`src/rtl/core/bde_pkg.sv`:
```
package bde_pkg;

  // Default sizing
  localparam int MAX_ENTRY_LEN_DEF    = 255;
  localparam int BYTES_PER_RESULT_DEF = 4;

  // Fixed dictionary geometry
  localparam int NUM_ENTRIES = 256;
  localparam int MAX_RESULTS = 64;
  localparam int NUM_LANES   = 4;

  // Byte store addressing: entry in the upper byte, position in the lower
  localparam int BYTE_POS_W  = 8;
  localparam int BYTE_ADDR_W = 8 + BYTE_POS_W;

  // Command modes
  localparam logic [1:0] MODE_SET_LEN = 2'd0;
  localparam logic [1:0] MODE_WR_BYTE = 2'd1;
  localparam logic [1:0] MODE_DECODE  = 2'd2;

  // Command transaction payload
  typedef struct packed {
    logic [1:0] mode;
    logic [7:0] code;
    logic [7:0] position;
    logic [7:0] value;
  } cmd_t;

  // Result transaction payload
  typedef struct packed {
    logic [7:0] byte_0;
    logic [7:0] byte_1;
    logic [7:0] byte_2;
    logic [7:0] byte_3;
    logic [2:0] byte_count;
    logic       last;
    logic       error;
  } res_t;

  // Dictionary access strobes
  typedef struct packed {
    logic len_we;
    logic len_re;
    logic byte_we;
    logic byte_re;
  } dict_ctl_t;

endpackage

```
`src/rtl/core/bde_seq.sv`:
```
module bde_seq #(
  parameter int MAX_ENTRY_LEN    = bde_pkg::MAX_ENTRY_LEN_DEF,
  parameter int BYTES_PER_RESULT = bde_pkg::BYTES_PER_RESULT_DEF
) (
  input  logic                            clk,
  input  logic                            rst,
  input  logic                            cmd_valid,
  output logic                            cmd_stall,
  input  bde_pkg::cmd_t                   cmd,
  output logic                            res_valid,
  input  logic                            res_stall,
  output bde_pkg::res_t                   res,
  output bde_pkg::dict_ctl_t              ctl,
  output logic [7:0]                      len_addr,
  output logic [7:0]                      len_wdata,
  input  logic [7:0]                      len_rdata,
  output logic [bde_pkg::BYTE_ADDR_W-1:0] byte_addr,
  output logic [7:0]                      byte_wdata,
  input  logic [7:0]                      byte_rdata
);

  localparam int PACK_WIDTH = (BYTES_PER_RESULT > bde_pkg::NUM_LANES) ? bde_pkg::NUM_LANES :
                              ((BYTES_PER_RESULT < 1) ? 1 : BYTES_PER_RESULT);

  localparam logic [1:0] S_IDLE   = 2'd0;
  localparam logic [1:0] S_LEN_RD = 2'd1;
  localparam logic [1:0] S_FETCH  = 2'd2;
  localparam logic [1:0] S_OUT    = 2'd3;

  logic [1:0]                    state, state_next;
  logic [7:0]                    code_q, code_q_next;
  logic [bde_pkg::BYTE_POS_W-1:0] pos, pos_next;
  logic [7:0]                    remaining, remaining_next;
  logic [2:0]                    chunk_cnt, chunk_cnt_next;
  logic [2:0]                    issued, issued_next;
  logic [2:0]                    captured, captured_next;
  logic                          rd_pend, rd_pend_next;
  logic [5:0]                    nres, nres_next;
  logic [7:0]                    slot [bde_pkg::NUM_LANES];
  logic [7:0]                    slot_next [bde_pkg::NUM_LANES];
  logic [2:0]                    res_cnt, res_cnt_next;
  logic                          res_last, res_last_next;
  logic                          res_err, res_err_next;

  logic [7:0]       len_sat;
  logic [2:0]       first_chunk;
  logic [2:0]       rem_chunk;
  logic [7:0]       rem_after;
  logic [2:0]       captured_inc;

  // Length saturation and chunk sizing
  assign len_sat      = (cmd.value > 8'(MAX_ENTRY_LEN)) ? 8'(MAX_ENTRY_LEN) : cmd.value;
  assign first_chunk  = (len_rdata < 8'(PACK_WIDTH)) ? len_rdata[2:0] : 3'(PACK_WIDTH);
  assign rem_chunk    = (remaining < 8'(PACK_WIDTH)) ? remaining[2:0] : 3'(PACK_WIDTH);
  assign rem_after    = remaining - {5'd0, chunk_cnt};
  assign captured_inc = captured + 3'd1;

  // Memory addressing
  assign len_addr   = cmd.code;
  assign len_wdata  = len_sat;
  assign byte_wdata = cmd.value;
  assign byte_addr  = (state == S_IDLE) ? {cmd.code, cmd.position[bde_pkg::BYTE_POS_W-1:0]}
                                        : {code_q, pos};

  // Handshake
  assign cmd_stall = (state != S_IDLE);
  assign res_valid = (state == S_OUT);

  assign res.byte_0     = slot[0];
  assign res.byte_1     = slot[1];
  assign res.byte_2     = slot[2];
  assign res.byte_3     = slot[3];
  assign res.byte_count = res_cnt;
  assign res.last       = res_last;
  assign res.error      = res_err;

  // Sequencer
  always_comb begin
    state_next     = state;
    code_q_next    = code_q;
    pos_next       = pos;
    remaining_next = remaining;
    chunk_cnt_next = chunk_cnt;
    issued_next    = issued;
    captured_next  = captured;
    rd_pend_next   = 1'b0;
    nres_next      = nres;
    slot_next      = slot;
    res_cnt_next   = res_cnt;
    res_last_next  = res_last;
    res_err_next   = res_err;
    ctl            = '0;

    unique case (state)
      S_IDLE: begin
        if (cmd_valid) begin
          unique case (cmd.mode)
            bde_pkg::MODE_SET_LEN: begin
              if (cmd.value == 8'd0 && cmd.code != 8'd0) begin
                for (int i = 0; i < bde_pkg::NUM_LANES; i++) slot_next[i] = 8'd0;
                res_cnt_next  = 3'd0;
                res_last_next = 1'b1;
                res_err_next  = 1'b1;
                state_next    = S_OUT;
              end else begin
                ctl.len_we = 1'b1;
              end
            end
            bde_pkg::MODE_WR_BYTE: begin
              if (cmd.position < 8'(MAX_ENTRY_LEN)) begin
                ctl.byte_we = 1'b1;
              end
            end
            bde_pkg::MODE_DECODE: begin
              ctl.len_re  = 1'b1;
              code_q_next = cmd.code;
              state_next  = S_LEN_RD;
            end
            default: begin
            end
          endcase
        end
      end

      S_LEN_RD: begin
        if (len_rdata == 8'd0) begin
          state_next = S_IDLE;
        end else begin
          remaining_next = len_rdata;
          chunk_cnt_next = first_chunk;
          issued_next    = 3'd0;
          captured_next  = 3'd0;
          pos_next       = '0;
          nres_next      = 6'd0;
          for (int i = 0; i < bde_pkg::NUM_LANES; i++) slot_next[i] = 8'd0;
          state_next     = S_FETCH;
        end
      end

      S_FETCH: begin
        // issue one byte read per cycle
        if (issued != chunk_cnt) begin
          ctl.byte_re  = 1'b1;
          pos_next     = pos + 1'b1;
          issued_next  = issued + 3'd1;
          rd_pend_next = 1'b1;
        end
        // capture the byte read last cycle
        if (rd_pend) begin
          slot_next[captured[1:0]] = byte_rdata;
          captured_next = captured_inc;
          if (captured_inc == chunk_cnt) begin
            res_cnt_next   = chunk_cnt;
            res_err_next   = 1'b0;
            res_last_next  = (rem_after == 8'd0) ||
                             (nres == 6'(bde_pkg::MAX_RESULTS - 1));
            remaining_next = rem_after;
            state_next     = S_OUT;
          end
        end
      end

      S_OUT: begin
        if (!res_stall) begin
          if (res_last) begin
            state_next = S_IDLE;
          end else begin
            nres_next      = nres + 6'd1;
            chunk_cnt_next = rem_chunk;
            issued_next    = 3'd0;
            captured_next  = 3'd0;
            for (int i = 0; i < bde_pkg::NUM_LANES; i++) slot_next[i] = 8'd0;
            state_next     = S_FETCH;
          end
        end
      end

      default: begin
        state_next = S_IDLE;
      end
    endcase
  end

  // Control registers
  always_ff @(posedge clk) begin
    if (rst) begin
      state   <= S_IDLE;
      rd_pend <= 1'b0;
    end else begin
      state   <= state_next;
      rd_pend <= rd_pend_next;
    end
  end

  // Working and payload registers
  always_ff @(posedge clk) begin
    code_q    <= code_q_next;
    pos       <= pos_next;
    remaining <= remaining_next;
    chunk_cnt <= chunk_cnt_next;
    issued    <= issued_next;
    captured  <= captured_next;
    nres      <= nres_next;
    slot      <= slot_next;
    res_cnt   <= res_cnt_next;
    res_last  <= res_last_next;
    res_err   <= res_err_next;
  end

  // No new command while a result is pending
  a_stall_on_result: assert property (@(posedge clk) disable iff (rst)
    res_valid |-> cmd_stall)
    else $error("command accepted while result pending");

  // Error result carries no bytes and closes the transaction
  a_err_shape: assert property (@(posedge clk) disable iff (rst)
    (res_valid && res.error) |-> (res.byte_count == 3'd0 && res.last))
    else $error("malformed error result");

  // Data result count within packing width
  a_data_count: assert property (@(posedge clk) disable iff (rst)
    (res_valid && !res.error) |->
      (res.byte_count != 3'd0 && res.byte_count <= 3'(PACK_WIDTH)))
    else $error("bad byte count");

  // Captures never overtake issued reads
  a_capture_order: assert property (@(posedge clk) disable iff (rst)
    (state == S_FETCH) |-> (captured <= issued && issued <= chunk_cnt))
    else $error("fetch counters out of order");

  // Result held until taken
  a_res_hold: assert property (@(posedge clk) disable iff (rst)
    ($past(res_valid) && $past(res_stall)) |-> (res_valid && $stable(res)))
    else $error("stalled result changed");

endmodule

```
`config.mk`:
```
export PLATFORM = sky130hd
export DESIGN_NAME = bde_seq
export DESIGN_NICKNAME = d
export VERILOG_FILES = /design/src/rtl/core/bde_pkg.sv /design/src/rtl/core/bde_seq.sv
export SDC_FILE = /design/constraint.sdc
export NUM_CORES = 1
export LEC_CHECK = 0
export BUFFER_PORTS_ARGS = -buffer_cell sky130_fd_sc_hd__buf_2
export CORE_UTILIZATION = 30
export DETAILED_ROUTE_END_ITERATION = 7
export HOLD_SLACK_MARGIN = 0.03
export RECOVER_POWER = 100
export SLEW_MARGIN = 10
export SYNTH_ARGS = -nofsm -noshare
export SYNTH_HDL_FRONTEND = slang
export SYNTH_SLANG_ARGS = --single-unit
```
`constraint.sdc`:
```
create_clock -name clk -period 8.55 [get_ports clk]
set_input_delay 1.2825 -clock clk [delete_from_list [all_inputs] [get_ports clk]]
set_output_delay 1.2825 -clock clk [all_outputs]
set_load 0.02 [all_outputs]
```
; ---- Word level (Yosys, flattened, before mapping)
; Index checks and enable logic that the tools add are counted.
[word_totals]
out_inout_bits = 83
regBits = 79
word_cells = 140
[classes]
bitwise = 1
add_sub_neg = 5
order_cmp = 6
n_mux = 70
n_reduce_logical = 23
n_eq_ne = 19
[op_table]
columns = cell, n
row1 = 32-bit two-way mux, 7
row2 = 32-bit one-hot mux with 4 select lines, 1
row3 = 8-bit two-way mux, 7
row4 = 3-bit two-way mux, 17
row5 = 32-bit bitwise mux, 1
row6 = 8-bit one-hot mux with 2 select lines, 2
row7 = 8-bit logical NOT, 3
row8 = 6-bit two-way mux, 3
row9 = 3-bit one-hot mux with 3 select lines, 2
row10 = 8-bit demux with 2-bit select, 1
row11 = "8-bit by 3-bit < comparator with 1-bit output, second input constant", 2
row12 = 16-bit two-way mux, 1
row13 = 1-bit two-way mux, 14
row14 = 2-bit two-way mux, 7
row15 = "2-bit != test, second input constant", 7
row16 = 3-bit one-hot mux with 2 select lines, 2
row17 = 6-bit one-hot mux with 2 select lines, 1
row18 = 6-bit AND reduction, 2
row19 = 5-bit AND reduction, 2
row20 = "8-bit by 1-bit adder with 8-bit output, second input constant", 1
row21 = "8-bit greater-than comparator, second input constant", 1
row22 = "8-bit < comparator, second input constant", 1
row23 = 2-bit one-hot mux with 4 select lines, 1
row24 = 4-bit AND reduction, 2
row25 = other kinds (24), 36

; ---- Logic depth before layout (Yosys ltp)
; Gate-level depths: netlist (run 1).
[depth]
ltp_word = 8
ltp_mapped = 8

; ---- Least setup slack after synthesis (run 1)
; Ideal clock, no wire load.
[synth_timing]
kind = input-to-reg
from = in cmd[0] in the netlist's numbering
to = reg slot, in the netlist res[10] (enable)
n_path_buf = 0
path_stages = 5
arrival_time_ns = 3.506
path_slack_ns = 4.618
setup_time_ns = 0.425
path_cell_list = nor4_1 -> o211ai_2 -> nor3_1 -> mux2i_1 -> o21ai_1
[synth_via]
elab_chain_len = 4
[synth_rtl]
columns = element, line_no
row1 = from (decl), bde_seq.sv:9  ; input bde_pkg::cmd_t cmd,
row2 = 8-bit logical NOT, bde_seq.sv:99  ; if (cmd.value == 8'd0 && cmd.code != 8'd0) begin
row3 = 1-bit logical AND, bde_seq.sv:99
row4 = 2-bit by 1-bit != test with 1-bit output (no source line), --
row5 = 7-bit AND reduction (no source line), --
row6 = to (signal assigned), bde_seq.sv:204  ; slot <= slot_next;
row7 = to (decl), bde_seq.sv:39  ; logic [7:0] slot [bde_pkg::NUM_LANES];
; Every way passes these cells.
; A chain may end at the register's enable or synchronous reset.

==> impl.org, run 1 <==
** Min path
- Min-Delay Startpoint :: remaining[0]
- Hold Path Class :: flip-flop to flip-flop

** Placement
- Post-place setup slack :: 4700 ps
- Detailed-placement wirelength estimate :: 7050 um
- Including well taps, the total number of placed cells is 634.
- The congestion estimate from routability-driven global placement came to 0.762.
- Summing all placed instances gives a cell area of 4910 um^2.
- Buffers placed on the I/O ports in this run total 128.

** Final layout
- Of the cells placed in the final design, the portion with a size suffix greater than 1 is 12.6%.
- With fillers left out, the area of the finished cells amounts to 5070 um^2.
- Antenna Cells :: 0
- Filler Cell Count :: 1,406
- Share of the core filled with cells in the final layout :: 36.4%
- Layout Cells excl Fill :: 650
- In the final design database the tool counted 522 nets.
- The area growth from synthesis to layout is 17.9%.

** Synthesis
- Area of the mapped netlist :: 4300 um^2
- After synthesis, the mean cell area works out to 11.8 um^2.
- Synth warnings :: 0
- Share of the synthesized area in compound gates (AO/OA/AOI/OAI) :: 4.62%
- Synth Area in Adders :: 3.37%
- Fraction of synthesized cell area in xor and xnor cells :: 5.03%
- After Yosys synthesis, and, or, nand and nor cells account for 12.9% of the synthesized area.
- Number of instances in the synthesized netlist :: 366
- Sequential elements use 54.4% of the synthesized area.
- After synthesis, the share of cell area in mux cells is 12.3%.
- Largest family of logic cells by synthesized area :: simple AND/OR/NAND/NOR gates
- Seq cells post-synth :: 79
- Counting every net in the synthesized netlist gives 423.
- The synthesized netlist contains 46 unique library cells.

** Floorplanning
- Area of the die :: 14,800 um^2
- Total number of placement rows :: 43
- Die span in y :: 122 um
- Overall die width :: 122 um
- Total I/O pin count :: 129
- Placeable core area :: 13,900 um^2
- Once the floorplan was initialized, standard cells occupied 30.9% of the core.

** Clocking
- Clk Latency, worst-skew pair :: 340 ps
- The clock passes through at most 2 buffers.
- Buffers inserted during clock tree synthesis total 9.
- Clock-pin transition on the worst setup and hold timing paths :: 60 ps
- Post-CTS Setup Bufs :: 0
- CTS sink count :: 79
- The tree is rooted in a sky130_fd_sc_hd__clkbuf_16.
- CTS tree :: done
- Post-cts repair resize count :: 0
- The clock tree synthesis step divided the H-tree into 3 levels.
- Buffers inserted to repair hold after CTS numbered 0.

** Pwr
- In this run the static leakage power is 0.00187 uW.
- Total internal power :: 1070 uW
- Across the VDD grid, the largest voltage drop is 0.0000878 V.
- Net switching fraction of the power :: 38.6%
- Sequential cells account for 39.2% of the total power.
- Total power per unit cell area :: 343 nW/um^2
- Part of the total power dissipated in combinational logic :: 37.6%
- Clock network power share :: 23.2%
- Summed over all nets, the switching power comes to 671 uW.

** Setup path
- Worst setup startpoint :: state[1]
- For the worst setup path, the data arrival time is 2900 ps.
- Start-to-end type of the worst setup path :: flip-flop to output port
- Critical path cell sequence :: nor2_1 > inv_1 > nor2_1 > o2111a_1 > clkbuf_1
- Largest fanout on the critical path :: 19
- Beginning of the worst register-to-register path :: state[1]
- The critical path contains buffers and inverters numbering 2 combined.
- STA puts the critical path data required time at 7270 ps.
- Most prevalent standard cell on the critical path :: sky130_fd_sc_hd__nor2_1
- The worst setup path is captured at an output port.
- The worst setup path is launched from a flip-flop.
- For this run, the slowest stage of the critical path takes 1160 ps.
- Standard cell with the maximum stage delay on the critical path :: sky130_fd_sc_hd__nor2_1
- The cell family contributing the most delay on the critical path is simple AND/OR/NAND/NOR gates.

** Job
- Max cap viols :: 3

** Timing
- Maximum clock rate :: 0.239 GHz
- Of the available clock period, the critical path in the final layout requires 48.9%.
- Setup violation total in the final timing report :: 0
- For the final routed database, the setup TNS stands at 0 ps.
- The total count of hold-check failures in the final report was 0.
- Tightest slew margin relative to the limit :: -24.1%
- Post-route setup slack :: 4370 ps
- Setup repair after global routing missed its margin :: false
- Max-slew violation count :: 98
- Worst Tran Pin Value :: 1860 ps
- Subtracting the final worst setup slack from the clock period gives 4180 ps.
- Worst Clk Skew :: 6.30 ps

** Route
- The routed layout has 3,003 vias.
- For this run, design rule violations remaining after detail routing come to 0.
- Initial DRC Count :: 150
- In the routed layout, each cell is associated on average with a via count of 4.62.
- Number of nets with antenna violations after detailed routing :: 0
- Dividing the detail-routed wire length by the instance count gives 15.0 um.
- Wires add up to 9750 um.
- The first TritonRoute pass finished after 4 iterations.

** GRT
- First-pass GRT wire length :: 15,000 um
- The initial antenna violation count was 0.
- Final global-route overflow total :: 0
- Number of global-route vias before repair :: 2,917
- Maximum number of pins on one net before global-route repair :: 64
- Global-route usage over all layers :: 13.4%

** Status
- The final reports fail on capacitance limit, slew limit.
- The run finished, with violations left.
-- logic make-up (layout without fill, tap and decap cells) --
kind of cell	count (synthesis)	after routing
compound gates	27	27
xor+xnor	23	23
fa+ha+maj	11	11
buf+inv	53	157
flops	79	79
mux	51	51
simple gates	122	122
-- registers in the layout (all words and copies together) (netlist names) --
| register | flops |
|---|---|
| captured | 3 |
| rd_pend | 1 |
| res_last | 1 |
| remaining | 8 |
| res | 32 |
| nres | 6 |
| code_q | 8 |
| issued | 3 |
| res_err | 1 |
| pos | 8 |
| chunk_cnt | 3 |
| res_cnt | 3 |
| state | 2 |
-- path summary, 6_finish.rpt --
path                                     end  slack, ps  depth (start not counted)
worst min register to register  chunk_cnt[0]        580                          1
worst max-delay path                  ctl[1]       4370                          5
worst max register to register  remaining[7]       4940                          3
worst min-delay path            chunk_cnt[0]        580                          1
-- power by group through the flow --
stage          combinational [uW]  clock [uW]  sequential (uW)
6_report                      653         404              682
5_1_grt                       719         428              701
4_1_cts                       694         415              682
3_5_place_dp                  690           0              688
3_3_place_gp                  677           0              684
2_1_floorplan                 471           0              709
-- per-layer routing --
metal	part of all wire [%]	track usage (%)	up-vias
met3	3.8	2.62	11
met4	1.7	6.48	0
met1	46	17.1	1436
li1	-	-	1476
met5	0	0	-
met2	48	21.5	80
-- cell type report --
type | count | area (um^2) | area share, %
sequential | 79 | 2340 | 46.2
multi-input combinational | 234 | 1620 | 32.0
timing repair buffer | 129 | 531 | 10.5
inverter | 12 | 45.0 | 0.888
clock buffer | 11 | 233 | 4.59
clock inverter | 5 | 75.1 | 1.48
tap | 180 | 225 | 4.44
-- metrics by stage --
step	total power, uW	hold slack, ps
floorplan	1180	537
global placement	1360	550
detailed placement	1380	567
CTS	1790	582
global route	1850	588
finish	1740	577
-- cell usage in the layout, fill, tap and decap left out, types with 4 or more instances in the layout --
cell type / n
sky130_fd_sc_hd__nor4_1: 5
sky130_fd_sc_hd__xnor2_1: 8
sky130_fd_sc_hd__clkbuf_1: 94
sky130_fd_sc_hd__buf_2: 37
sky130_fd_sc_hd__nand3_1: 6
sky130_fd_sc_hd__inv_1: 12
sky130_fd_sc_hd__edfxtp_1: 76
sky130_fd_sc_hd__nand2_1: 22
sky130_fd_sc_hd__mux2_1: 10
sky130_fd_sc_hd__o21ai_0: 11
sky130_fd_sc_hd__mux2i_1: 35
sky130_fd_sc_hd__xor2_1: 13
sky130_fd_sc_hd__nand2b_1: 4
sky130_fd_sc_hd__ha_1: 10
sky130_fd_sc_hd__nor3_1: 5
sky130_fd_sc_hd__and3_1: 5
sky130_fd_sc_hd__nor2_1: 61
sky130_fd_sc_hd__clkbuf_16: 9
sky130_fd_sc_hd__mux2_2: 6
-- cells in the mapped netlist (all sizes together) --
cell	count	area (um^2)
edfxtp	76	2280
nor2	61	236
buf	36	250
mux2i	35	350
nand2	22	82.6
mux2	16	180
xor2	13	114
inv	12	45.0
o21ai	12	60.1
ha	10	125
xnor2	10	103
nand3	6	30.0
and3	5	31.3
clkbuf	5	18.8
nor3	5	25.0
nor4	5	31.3
and2	4	25.0
nand2b	4	25.0
dfxtp	3	60.1
nor2b	3	18.8
a21oi	2	10.0
a22o	2	17.5
nand4	2	12.5
o31ai	2	15.0
or4	2	15.0
a211o	1	8.76
a211oi	1	7.51
a221o	1	10.0
a221oi	1	15.0
a31o	1	8.76
a31oi	1	6.26
a41oi	1	16.3
fa	1	20.0
nand3b	1	7.51
nand4b	1	8.76
o2111a	1	11.3
o211ai	1	12.5
or3	1	6.26
Note: power is estimated with default switching activity, not from simulation.
==> inputs of run 2 (changes only) <==
clock period = 4.2 ns   (was 8.55 ns; I/O delays follow)
==> impl.org, run 2 (synthesis results as in run 1) <==
** Final layout
- Number of nets at the end of the flow :: 522
- Commonest non-fill, non-tap cells in the layout :: 92 x sky130_fd_sc_hd__clkbuf_1, 76 x sky130_fd_sc_hd__edfxtp_1, 61 x sky130_fd_sc_hd__nor2_1, 37 x sky130_fd_sc_hd__buf_2, 35 x sky130_fd_sc_hd__mux2i_1
- Largest reg by FF count :: res
- Most common cell after layout, fill and taps aside :: sky130_fd_sc_hd__clkbuf_1
- The finished cells cover 5050 um^2.
- Filler Cell Count :: 1,434
- For this run, the number of standard cells in the final layout without fillers is 650.
- From synthesis to final layout, the design area changed by 17.3%.
- Share of final-layout standard cells stronger than drive strength 1 :: 13.0%
- 0 antenna diodes ended up in the layout.
- Largest register FFs :: 32

** Setup path
- Reg-to-Reg End :: code_q[3]
- Worst Path Required :: 3570 ps
- FF-to-FF path depth :: 3
- Sort of element at the end of the critical path :: output port
- STA classifies the critical path startpoint as a flip-flop.
- The startpoint identified for the worst register-to-register timing path is state[0].
- STA puts the critical path data arrival time at 2870 ps.
- The most critical setup path has its endpoint at ctl[1].
- Register-to-register path setup slack :: 990 ps
- The worst setup path is of the flip-flop to output port kind.
- Largest fanout on the critical path :: 19
- Tracing the worst setup path back leads to its startpoint at state[0].

** Route
- Count of vias placed by the detailed router :: 2,989
- For this run, the detailed router's first-pass iteration total came to 4.
- The detail route stage leaves a number of antenna-violating nets equal to 0.
- In the final routed layout, each cell accounts on average for 14.8 um.
- Total wirelength of the detailed-routed design :: 9620 um
- Average via count per standard cell :: 4.60
- Final routed DRC violation total :: 0
- The detailed router finished its first iteration with 178 violations.

** Timing
- Dividing the final minimum period by the clock period gives 83.4%.
- The total count of hold-check failures in the final report is 0.
- Setup violation total in the final timing report :: 0
- In this run the tightest slew margin relative to its limit is -16.4%.
- Smallest hold slack :: 513 ps
- Maximum clock rate :: 0.286 GHz
- Clock skew on the completed layout was measured at 8.30 ps.
- Worst Tran Pin Value :: 1750 ps
- Fin Setup TNS :: 0 ps
- Setup repair after global routing missed its margin :: false
- The routed design could run at a clock period as short as 3500 ps.
- Max-slew violation count :: 53

** GRT
- Maximum number of pins on one net before global-route repair :: 64
- Number of global-route vias before repair :: 2,917
- The first global-routing pass estimated 14,900 um of wire.
- Global routing used 13.3% of the available tracks across all layers.
- Initial antenna violation count :: 0
- The total overflow left after global routing is 0.

** Clocking
- Number of buffers created by CTS :: 9
- The number of hold buffers added after CTS was 0.
- The later pin in the worst-skew pair is clocked with a latency of 340 ps.
- After clock tree synthesis, the clock-pin slew on the worst setup and hold paths is 60 ps.
- The clock passes through at most 2 buffers.
- CTS tree :: done
- After clock tree synthesis, the repair step resized 0 gates.
- For this design, the sink count on the clock tree is 79.
- The clock tree synthesis step divided the H-tree into 3 levels.
- Buffers added to address setup during post-CTS repair amount to 0.
- Clock tree synthesis selected as its root buffer the cell sky130_fd_sc_hd__clkbuf_16.

** Placement
- Routability-driven placement congestion ratio :: 0.750
- In this run the cell area measured after placement is 4910 um^2.
- Cell count after placement :: 634
- Buffers placed on the I/O ports in this run total 128.
- The wire-length estimate of the detail-placed layout is 7120 um.

** Pwr
- Dividing total power by cell area gives a power density of 681 nW/um^2.
- Net switching fraction of the power :: 40.1%
- The internal portion of the total power is 2060 uW.
- Clock network power share :: 21.2%
- Part of the total power dissipated in combinational logic :: 38.3%
- The analysis attributes to net switching a power of 1380 uW.
- In this run the static leakage power is 0.00184 uW.
- Sequential power share :: 40.5%
- Across the VDD grid, the largest voltage drop is 0.000313 V.

** Status
- The final reports fail on capacitance limit, slew limit.
- The flow ran to the end, but the final reports show violations.

** Job
- Across the run, the number of max-cap violations was 2.

** Min path
- Hold Path Class :: input port to flip-flop

** Floorplanning
- Initial Util :: 30.9%
- Die span in y :: 122 um
- The floorplan step defined a die boundary enclosing 14,800 um^2.
- Total I/O pin count :: 129
- Placeable core area :: 13,900 um^2
- Total number of placement rows :: 43
- Overall die width :: 122 um
-- run 2: changes by cell type in the layout (fill, tap and decap cells not counted), sizes merged --
cell      delta
clkbuf       -2
inv          +2
clkinv       +1
clkinvlp     +1
bufinv       -2
-- run 2: how the worst min path moves through the flow --
stage | from | to | slack, ps | depth (start not counted)
after floorplan | remaining[0] | chunk_cnt[0] | 540 | 1
after global placement | remaining[0] | chunk_cnt[0] | 550 | 1
after detailed placement | remaining[0] | chunk_cnt[0] | 580 | 1
after CTS | cmd[19] | code_q[3] | 490 | 1
after global routing | rst | rd_pend | 520 | 2
final | rst | rd_pend | 510 | 2
-- run 2: layout make-up --
type | count | area (um^2) | share of cell area [%]
Clock inverter | 7 | 57.6 | 1.14
Timing Repair Buffer | 129 | 531 | 10.5
Multi-Input combinational cell | 234 | 1620 | 32.1
Tap cell | 180 | 225 | 4.46
Inverter | 12 | 45.0 | 0.893
Clock buffer | 9 | 225 | 4.46
Sequential cell | 79 | 2340 | 46.4
-- run 2: metrics by stage --
stage / worst slack (ps) / power (uW) / utilization [%]
after CTS: 1290 / 3540 / 37.3
after floorplan: 921 / 2400 / -
after global placement: 1490 / 2770 / 35.2
final: 698 / 3440 / 36.2
after detailed placement: 1300 / 2800 / 35.2
after global routing: 497 / 3660 / 36.2
-- run 2: layer usage --
metal  global-route usage [%]  up-vias  part of all wire, %  wire length (um)
li1                         -     1477                    -                 -
met1                     17.4     1409                   46              4440
met2                     20.2       88                   46              4400
met3                     3.65       15                  5.6               543
met4                     6.10        0                  2.4               229
met5                        0        -                    0                 0
-- run 2: critical path, cell delays in order (launching register included) --
cell	delay [ps]
sky130_fd_sc_hd__dfxtp_1	390
sky130_fd_sc_hd__nor2_1	1160
sky130_fd_sc_hd__inv_1	310
sky130_fd_sc_hd__nor2_1	230
sky130_fd_sc_hd__o2111a_1	210
sky130_fd_sc_hd__clkbuf_1	220
-- run 2: power groups by stage --
stage,Clock (uW),Combinational [uW],Sequential [uW]
final,729,1320,1390
after global routing,777,1460,1430
after CTS,753,1400,1390
after detailed placement,0,1390,1410
after global placement,0,1370,1400
after floorplan,0,958,1440
==> inputs of run 3 (changes only) <==
ABC_AREA = 1   (was default)
clock period = 3.15 ns   (was 4.2 ns; I/O delays follow)
==> impl.org, run 3 <==
** Status
- Result of the run :: complete, no violations

** Pwr
- After layout, the design draws a total of 5540 uW.
- In this run switching power makes up 43.4% of total power.
- Total internal power :: 3140 uW
- Part of the total power dissipated in combinational logic :: 42.3%
- VDD sags by at most 0.000473 V.
- For this design the total switching power over the nets is 2410 uW.
- In this run, flip-flops and latches consume 35.9% of the power.
- Static Leakage :: 0.00219 uW
- Clock network power share :: 21.7%
- Total power per unit cell area :: 1050 nW/um^2

** Min path
- Endpoint of the worst hold-timing path :: rd_pend
- Hold Path Depth :: 2
- In this run the worst hold path is classified as input port to flip-flop.
- The startpoint identified for the worst hold timing path is rst.

** Setup path
- Reg-to-Reg End :: remaining[7]
- The worst register-to-register path has a depth of 5.
- Register-to-register path setup slack :: 690 ps
- Largest fanout on the critical path :: 20
- At the worst endpoint, the arrival time is 2170 ps.
- The critical path is of the flip-flop to output port type.
- For the worst setup path, the data required time is 2680 ps.
- On the worst path, the slowest cell contributes a delay of 600 ps.
- Beginning of the worst register-to-register path :: state[1]
- Critical Path Start Type :: flip-flop
- Standard cell with the maximum stage delay on the critical path :: sky130_fd_sc_hd__clkbuf_1
- Critical path cell sequence :: inv_1 > nor2_1 > clkbuf_1 > nand2_1 > inv_1 > clkbuf_1
- Sort of element at the end of the critical path :: output port
- The most critical setup path has its startpoint at state[1].

** Final layout
- Once layout is complete, the cells apart from fillers number 805.
- Most common cell after layout, fill and taps aside :: sky130_fd_sc_hd__nand2_1
- In the layout the commonest cells are 141 x sky130_fd_sc_hd__nand2_1, 84 x sky130_fd_sc_hd__clkbuf_1, 76 x sky130_fd_sc_hd__edfxtp_1, 58 x sky130_fd_sc_hd__inv_1, 48 x sky130_fd_sc_hd__nor2_1.
- Measured on the finished design, the core utilization comes to 36.5%.
- Growth of design area from synthesis to finish :: 19.3%
- In the final layout, the share of cells above drive strength 1 is 11.8%.
- Antenna Cells :: 0
- The net count of the finished layout is 673.
- Filler Cell Count :: 1,552
- Largest register FFs :: 32
- The register with the most flip-flops in the final layout is res.

** Timing
- Smallest hold slack :: 306 ps
- Maximum clock rate :: 0.379 GHz
- Max-slew violation count :: 0
- Final hold violations :: 0
- After routing, the total negative slack on setup checks comes to 0 ps.
- Setup repair after global routing missed its margin :: false
- The worst path in the final design needs a cycle of 2640 ps, including I/O delays and setup.
- Share of the cycle needed by the critical path after routing :: 83.8%
- For the final database, setup skew stands at 6.17 ps.
- Setup violation total in the final timing report :: 0
- Measured against its own limit, the worst slew margin works out to 50.0%.
- For the pin with the worst max-slew slack, the measured transition is 750 ps.

** Synthesis
- Share of the synthesized area in compound gates (AO/OA/AOI/OAI) :: 9.57%
- Largest family of logic cells by synthesized area :: simple AND/OR/NAND/NOR gates
- Commonest cells in the netlist :: 138 x sky130_fd_sc_hd__nand2_1, 76 x sky130_fd_sc_hd__edfxtp_1, 56 x sky130_fd_sc_hd__inv_1, 47 x sky130_fd_sc_hd__nor2_1, 42 x sky130_fd_sc_hd__a21oi_1
- After synthesis, flip-flops and latches occupy 52.8% of the total area.
- Simple-gate area share of the yosys netlist :: 21.1%
- Predominant post-synthesis flop cell :: sky130_fd_sc_hd__edfxtp_1
- After Yosys synthesis, XOR and XNOR cells account for 1.78% of the synthesized area.
- Yosys attributes the largest share of cell area to sky130_fd_sc_hd__edfxtp_1 51%, sky130_fd_sc_hd__nand2_1 12%, sky130_fd_sc_hd__buf_4 4.9%.
- Summing the areas of all fa, ha and maj instances in the mapped netlist gives 3.27% of the synthesized area.
- sky130_fd_sc_hd__edfxtp_1 takes more of the synthesized area than any other cell.
- The synthesized design devotes to its leading area cell type 51.5% of total area.
- Share of flip-flops with an asynchronous set or reset after synthesis :: 0%
- The synthesized design contains 79 register bits.
- Post-synth EDFFs :: 76
- Most frequent cell after synthesis :: sky130_fd_sc_hd__nand2_1
- The portion of synthesized area spent on multiplexers is 0%.
- Mapped Avg Cell Area :: 8.62 um^2
- Synthesized netlist net count :: 571
- Synthesis instantiated 30 different standard cells from the library.
- Synthesis produced 514 cells.
- For this run, the number of Yosys warnings is 0.
- Area of the mapped netlist :: 4430 um^2

** Floorplanning
- Initial Util :: 30.6%
- Area of the die :: 15,300 um^2
- Total I/O pin count :: 129
- Total number of placement rows :: 44
- From bottom edge to top edge, the die measures 124 um.
- Overall die width :: 124 um
- The core region is 14,500 um^2.

** Route
- For this block, the routed nets add up to 10,600 um of wire.
- In the final routed layout, each cell accounts on average for 13.2 um.
- The detailed router placed 3,700 vias in this run.
- The count of nets left with antenna violations once routing finished came out at 0.
- Average via count per standard cell :: 4.60
- Number of search-and-repair iterations in the first detailed-routing pass :: 5
- Final routed DRC violation total :: 0
- Initial DRC Count :: 227

** Clocking
- CTS sink count :: 79
- Clock-pin slew was measured on the worst setup and hold paths at 60 ps.
- Number of buffers created by CTS :: 9
- Hold repair after CTS inserted 0 buffers.
- The H-tree was split into 3 levels.
- Clk Latency, worst-skew pair :: 340 ps
- In this run the deepest clock path goes through 2 buffers.
- CTS tree :: done
- After clock tree synthesis, the repair step resized 0 gates.
- The tree is rooted in a sky130_fd_sc_hd__clkbuf_16.
- Post-CTS timing repair inserted 0 buffers for setup.

** GRT
- Number of global-route vias before repair :: 3,482
- Final global-route overflow total :: 0
- Maximum number of pins on one net before global-route repair :: 52
- The first global-routing pass estimated 17,000 um of wire.
- Global-route usage over all layers :: 14.5%
- The initial antenna violation count was 0.

** Placement
- Routability-driven placement congestion ratio :: 0.801
- # port buffers :: 128
- Detailed-placement wirelength estimate :: 7910 um
- In this run, placement finished with an instance count of 789.

** Job
- Max cap viols :: 0
==> run 3: per-stage QoR <==
step | setup WS, ps | instance area (um^2)
after CTS | 540 | 5420
after global placement | 862 | 5080
after global routing | 202 | 5290
after floorplan | 607 | 4440
final | 509 | 5290
after detailed placement | 764 | 5080
==> run 3: cell families after synthesis <==
logic type      Yosys count
simple gates            228
flops                    79
xor+xnor                  9
buf+inv                 105
fa+ha+maj                11
compound gates           82
==> run 3: final cells by class <==
class	count	area (um^2)	area share (%)
Sequential cell	79	2340	44.3
Multi-Input combinational cell	330	1570	29.6
Timing Repair Buffer	132	561	10.6
Inverter	64	243	4.59
Tap cell	184	230	4.35
Clock buffer	9	225	4.26
Clock inverter	7	120	2.27
==> run 3: metal layers <==
layer | part of all wire (%) | wire length [um] | global-route usage [%] | up-vias
met1 | 46 | 4900 | 18.4 | 1694
li1 | - | - | - | 1869
met2 | 45 | 4760 | 23.5 | 123
met5 | 0 | 0 | 0 | -
met3 | 7.3 | 777 | 3.64 | 14
met4 | 1.5 | 163 | 5.80 | 0
==> run 3: power by group through the flow <==
stage	logic, uW	registers [uW]	clock network, uW
detailed placement	2480	2010	0
global route	2660	2050	1260
CTS	2490	1990	1230
finish	2350	1990	1210
floorplan	1560	2170	0
global placement	2430	1990	0
==> run 3: critical path: cells and delay by family (launching register included) <==
kind / cells / cell delay [ps]
simple gates: 2 / 400
flops: 1 / 400
buf+inv: 4 / 1030
==> run 3: worst max path at each step <==
stage                   end  slack, ps  cells after the start
2_1_floorplan       res[10]        610                      6
3_3_place_gp   remaining[7]        860                      9
3_5_place_dp   remaining[4]        760                      9
4_1_cts              ctl[1]        540                      6
5_1_grt              ctl[1]        200                      6
6_report             ctl[0]        510                      6
